<file path="config.mk">
export PLATFORM = sky130hd
export DESIGN_NAME = vdt_cell
export DESIGN_NICKNAME = d
export VERILOG_FILES = /design/src/rtl/vdt_pkg.sv /design/src/rtl/vdt_cell.sv
export SDC_FILE = /design/constraint.sdc
export NUM_CORES = 1
export LEC_CHECK = 0
export ABC_AREA = 1
export BUFFER_PORTS_ARGS = -buffer_cell sky130_fd_sc_hd__buf_4
export CAP_MARGIN = 15
export CORE_ASPECT_RATIO = 1.2
export CORE_MARGIN = 5
export CORE_UTILIZATION = 50
export CTS_CLUSTER_DIAMETER = 30
export DETAILED_ROUTE_END_ITERATION = 10
export PLACE_DENSITY = 0.84
export SETUP_SLACK_MARGIN = 0.02
export SLEW_MARGIN = 0
export SYNTH_ARGS = -nofsm -noshare
export SYNTH_HDL_FRONTEND = slang
export SYNTH_SLANG_ARGS = --single-unit
</file>
<file path="constraint.sdc">
create_clock -name clk -period 1.75 [get_ports clk]
set_input_delay 0.35 -clock clk [delete_from_list [all_inputs] [get_ports clk]]
set_output_delay 0.35 -clock clk [all_outputs]
set_load 0.02 [all_outputs]
</file>
<file path="src/rtl/vdt_pkg.sv">
`default_nettype none

package vdt_pkg;

	localparam int TABLE_DEPTH = 256;
	localparam int ADDR_W      = (TABLE_DEPTH > 1) ? $clog2(TABLE_DEPTH) : 1;
	localparam int CNT_W       = $clog2(TABLE_DEPTH + 1);
	localparam int IDX_W       = 9;

	localparam logic signed [IDX_W-1:0] IDX_NONE = -9'sd1;

	localparam logic [31:0] ABS_MASK = 32'h7FFF_FFFF;
	localparam logic [31:0] EXP_MASK = 32'h7F80_0000;
	localparam logic [31:0] MAN_MASK = 32'h007F_FFFF;

	typedef struct packed {
		logic [31:0] x;
		logic [31:0] y;
		logic [31:0] z;
	} vtx_t;

	typedef struct packed {
		logic        start_new_mesh;
		logic        corner_absent;
		logic [31:0] coord_x;
		logic [31:0] coord_y;
		logic [31:0] coord_z;
	} in_item_t;

	typedef struct packed {
		logic signed [IDX_W-1:0] vertex_index;
		logic                    newly_added;
		logic                    table_overflow;
	} out_item_t;

	// probe token handed from cell to cell
	typedef struct packed {
		logic              live;
		logic              absent;
		logic              found;
		logic              added;
		logic [ADDR_W-1:0] idx;
	} tok_t;

	function automatic logic coord_is_nan(input logic [31:0] b);
		return ((b & EXP_MASK) == EXP_MASK) && ((b & MAN_MASK) != 32'd0);
	endfunction

	// float equality: +0 == -0, nan never equal
	function automatic logic coord_eq(input logic [31:0] a, input logic [31:0] b);
		logic both_zero;
		both_zero = ((a & ABS_MASK) == 32'd0) && ((b & ABS_MASK) == 32'd0);
		return !coord_is_nan(a) && !coord_is_nan(b) && (both_zero || (a == b));
	endfunction

	function automatic logic vtx_eq(input vtx_t a, input vtx_t b);
		return coord_eq(a.x, b.x) && coord_eq(a.y, b.y) && coord_eq(a.z, b.z);
	endfunction

	// table address to the 9-bit result field, masked or zero extended
	function automatic logic signed [IDX_W-1:0] to_index(input logic [ADDR_W-1:0] a);
		logic [ADDR_W+IDX_W-1:0] wide;
		wide = {{IDX_W{1'b0}}, a};
		return wide[IDX_W-1:0];
	endfunction

endpackage

`default_nettype wire

</file>
<file path="src/rtl/vdt_cell.sv">
`default_nettype none

module vdt_cell
	import vdt_pkg::*;
(
	input  wire logic              clk,
	input  wire logic              arst_n,
	input  wire logic [ADDR_W-1:0] slot,
	input  wire logic [CNT_W-1:0]  count,
	input  wire vtx_t              query,
	input  wire tok_t              tok_in,
	output tok_t                   tok_out
);

	vtx_t entry_q;
	tok_t tok_q;
	tok_t tok_next;
	logic occupied;
	logic pending;
	logic hit;
	logic take;

	assign occupied = CNT_W'(slot) < count;
	assign pending  = tok_in.live && !tok_in.absent && !tok_in.found && !tok_in.added;
	assign hit      = pending && occupied && vtx_eq(entry_q, query);
	// first free slot takes the vertex
	assign take     = pending && !occupied;

	always_comb begin
		tok_next       = tok_in;
		tok_next.found = tok_in.found || hit;
		tok_next.added = tok_in.added || take;
		if (hit || take) begin
			tok_next.idx = slot;
		end
	end

	always_ff @(posedge clk) begin
		if (take) begin
			entry_q <= query;
		end
	end

	always_ff @(posedge clk or negedge arst_n) begin
		if (!arst_n) begin
			tok_q <= '0;
		end else begin
			tok_q <= tok_next;
		end
	end

	assign tok_out = tok_q;

endmodule

`default_nettype wire

</file>
* Word-level counts from Yosys, hierarchy flattened
Cells that the tools add are included.
** Word-level totals
- Register bits after elaboration :: 108
- Input bits :: 127
- Output and inout bits :: 12
- Logic and storage cells :: 70
** Operators by class
- $lt $le $gt $ge :: 1
- Equality and inequality tests :: 9
- Multiplexer cells :: 1
- Reduce and logical (&&, ||, !) cells :: 51
** Operators by type and width (count)
- logical NOT 32 bit :: 6
- nonzero test 32 bit :: 6
- equality test 32 bit :: 3
- equality test 8 bit, second input constant :: 6
- logical AND 1 bit :: 23
- logical NOT 1 bit :: 10
- less-than comparator 8 x 9 -> 1 bit :: 1
- 2-to-1 mux 8 bit :: 1
- logical OR 1 bit :: 6

* Logic depth before layout (Yosys ltp)
- Word-level depth :: 10
- Depth in mapped cells :: 15
- Gate-level depth less buffers :: 15

* Least setup slack after synthesis
OpenSTA, ideal clock, no wires.
- Path kind :: input to register
- From :: input port count[6]
- To :: register entry_q[0] in the netlist's numbering, enable pin
- Library setup time :: 0.450 ns
- Data arrival time :: 3.249 ns
- Data required time :: 1.300 ns
- Path slack :: -1.949 ns
- Stages on the path :: 8
- Path buffers :: 0
- Path through :: inv_1 ha_1 nand2_1 nor2_1 o211ai_1 o2111ai_1 nand2_2 inv_1
** Between the ends
- Longest elaborated chain between the ends :: 3
** RTL lines
- from (decl) :: RTL line vdt_cell.sv:9 : input wire logic [CNT_W-1:0] count,
- less-than comparator 8 x 9 -> 1 bit :: RTL line vdt_cell.sv:23 : assign occupied = CNT_W'(slot) < count;
- logical NOT 1 bit :: RTL line vdt_cell.sv:27 : assign take = pending && !occupied;
- logical AND 1 bit :: RTL line vdt_cell.sv:27
- via take :: RTL line vdt_cell.sv:21 : logic take;
- to (signal assigned) :: RTL line vdt_cell.sv:40 : entry_q <= query;
- to (decl) :: RTL line vdt_cell.sv:15 : vtx_t entry_q;
The timed path passes the listed nets, and every way through them passes these cells.
A chain may end at the register's enable or synchronous reset.

==> flow_summary.yaml <==
run_status:
  outcome: "complete, but fails checks"
  violations: "negative setup slack"
sta:
  worstMarginPinSlew_ns: 0.272
  grt_setup_unrepaired: "true"
  setup_ws_ns: -0.0340
  fin_crit_ns: 1.78
  setup_viol: 8
  hold_viol: 0
  fin_crit_sh: 1.02
  fmax_ghz: 0.561
  fin_hold_ws_ns: 0.125
  slew-limit-headroom: 0.818
  slew_viol_final: 0
  finalClockSkew_ns: 0.00683
clocking:
  clock_latency_ns: 0.35
  cts_buffer_depth: 2
  path_clk_slew_ns: 0.07
  clock_sinks: 108
  htree_levels: 3
  cts_root_buf: "clkbuf_16"
  cts_tree: "built"
  cts_buffers: 9
synth:
  synth_top_area_frac: 0.484
  async_flop_share: 0.111
  synth_fa_ha_area_frac: 0.0147
  synth_warnings: 0
  synth.area.top_cells: "edfxtp_1 (48%), nand2_1 (13%), nor2_1 (9.1%), xnor2_1 (5.3%), dfrtp_1 (5.0%)"
  ys_types: 26
  ys_seq_elements: 108
  synth_top_flop_cell: "edfxtp_1"
  syn_avg_cell_area_sq_um: 8.56
  syn_inst: 696
  synthSimpleGateAreaFrac: 0.299
  synthMuxAreaShare: 0
  synth-compound-area-share: 0.00777
  synth_edf_count: 96
  synth_top_family_by_area: "simple AND/OR/NAND/NOR gates"
  synthXorXnorAreaFrac: 0.0941
  syn_area_sq_um: 5960
  synth_seq_area_share: 0.534
  syn_nets: 830
  synth_top_cell_by_area: "edfxtp_1"
setup_path:
  end_kind: "flop"
  start_kind: "flop"
  cp_common_cell: "nand2_1"
  critical_path_peak_fanout: 8
  r2r_cells: 13
  crit_slowest_cell: "edfxtp_1"
  path_cells: "nor2_1 > nand2_1 > nor2_2 > nand3_1 > nand2_1 > nand2_1 > nor2_1 > nand2_1 > nor2_4 > nand2_4 > nand2_8 > nand2_1 > nand2_1"
  crit_type: "reg -> reg"
  cp.arrival_ns: 2.06
  cpPeakStageDelay_ns: 0.42
  required_ns: 2.03
pwr:
  power_mw: 5.65
  ir_worst_vdd_v: 0.000515
  p_leak_nw: 3.43
  p_per_area_nw_per_um2: 710
cells_and_area:
  design_area_sq_um: 7950
  fin_cells: 1036
  drive_above_1_share: 0.262
  n_antenna_cell: 0
  final_cell_mix: "nand2_1 (204), buf_4 (160), nor2_1 (138)"
  fin_util: 0.684
  num-nets-final: 1008
  layout.cells.most_common: "nand2_1"
  num-fill-cells: 954
  area_growth_pct: 33.6
grt:
  track_usage: 0.196
  grt_use_met2: 0.360
  grt_max_degree: 38
  grt_pass1_vias: 5025
  grt_util_met1: 0.222
  grt_antenna_before_repair: 0
  met3_usage: 0.0354
  overflow: 0
  grt_pass1_wl_um: 21900
  grt_busiest_layer: "met2"
die:
  die_y_um: 130
  core_sq_um: 11600
  initial_utilization: 0.512
  pin_count: 139
  fp-row-count: 43
  die_w_um: 110
  fp.dieArea_sq_um: 14200
place:
  place_area_sq_um: 7530
  dpl.cell_count: 1016
  io_buffers: 138
  gp_congestion: 0.801
  hpwl_um: 11200
min_path:
  worstHoldPathCells: 1
  hold_path.class: "in -> reg"
route:
  routed_via_density: 4.86
  dr.pass1.iters: 6
  antenna_left: 0
  drtIter0Drc: 231
  vias: 5039
  wl_um: 13900
  wl_per_cell_um: 13.4
  drc: 0
run:
  cap_violations: 0
[cells by family (layout without fill, tap and decap cells)]
| kind of cell | Yosys count | count (layout) |
|---|---|---|
| simple gates | 429 | 430 |
| buf+inv | 80 | 262 |
| fa+ha+maj | 7 | 7 |
| xor+xnor | 64 | 64 |
| compound gates | 8 | 8 |
| flops | 108 | 108 |
[power breakdown]
part,internal (mW),switching (mW),total [mW]
Clock,1.12,0.912,2.03
Combinational,0.386,0.351,0.737
Sequential,2.86,0.0261,2.88
Total,4.36,1.29,5.65
[flip-flops by register name (all words and copies together), names as in the netlist]
signal,cells
entry_q,96
tok_out,12
[final timing paths]
| kind | start | endpoint | slack (ns) |
|---|---|---|---|
| setup reg to reg | entry_q[73] | tok_out[4] | -0.03 |
| setup / recovery | entry_q[73] | tok_out[4] | -0.03 |
| hold / removal | tok_in[10] | tok_out[10] | 0.13 |
| min in group asynchronous | arst_n | tok_out[4] | 0.38 |
| hold reg to reg | entry_q[30] | tok_out[9] | 1.00 |
| max in group asynchronous | arst_n | tok_out[11] | 1.22 |
[cells in the mapped netlist, types with 4 or more instances]
cell type,instances
xnor2_1,36
xor2_1,28
dfrtp_1,12
inv_2,5
nand3b_1,9
nand3_1,30
edfxtp_1,96
nor2_1,145
ha_1,7
nor3_1,8
nand2_1,212
nand4_1,14
a21oi_1,4
inv_1,75
[layout make-up]
type                       count  area [sq um]  share of cell area
multi-input combinational    509          2670               0.335
tap                          157           196              0.0247
clock inverter                 7          75.1             0.00944
clock buffer                   9           225              0.0283
inverter                      80           322              0.0404
sequential                   108          3180               0.400
timing repair buffer         166          1280               0.162
[timing repair]
| item | CTS | global route |
|---|---|---|
| setup endpoints to repair | 8 | 29 |
| resized for setup | 8 | 17 |
| hold buffers | 1 | 0 |
| pin swaps | 7 | 8 |
| setup buffers | 1 | 1 |
| cloned | 1 | 0 |
| endpoints found under the hold margin | 12 | 0 |
[critical path: cells and delay by family (launching register included)]
kind	cells	cell delay (ns)
and+or+nand+nor	13	1.28
DFF	1	0.42
[routing by layer]
layer	up-vias	routed length, um
met5	-	0
li1	2572	-
met4	0	435
met3	29	642
met2	126	7470
met1	2312	5380
[through the flow]
stage / setup slack (ns) / setup TNS (ns)
floorplan: -1.33 / -125.19
global placement: -0.253 / -22.05
detailed placement: -0.287 / -24.22
CTS: -0.0737 / -0.535
global route: -0.200 / -1.40
finish: -0.0340 / -0.217
Power figures use the tool's default switching activity.
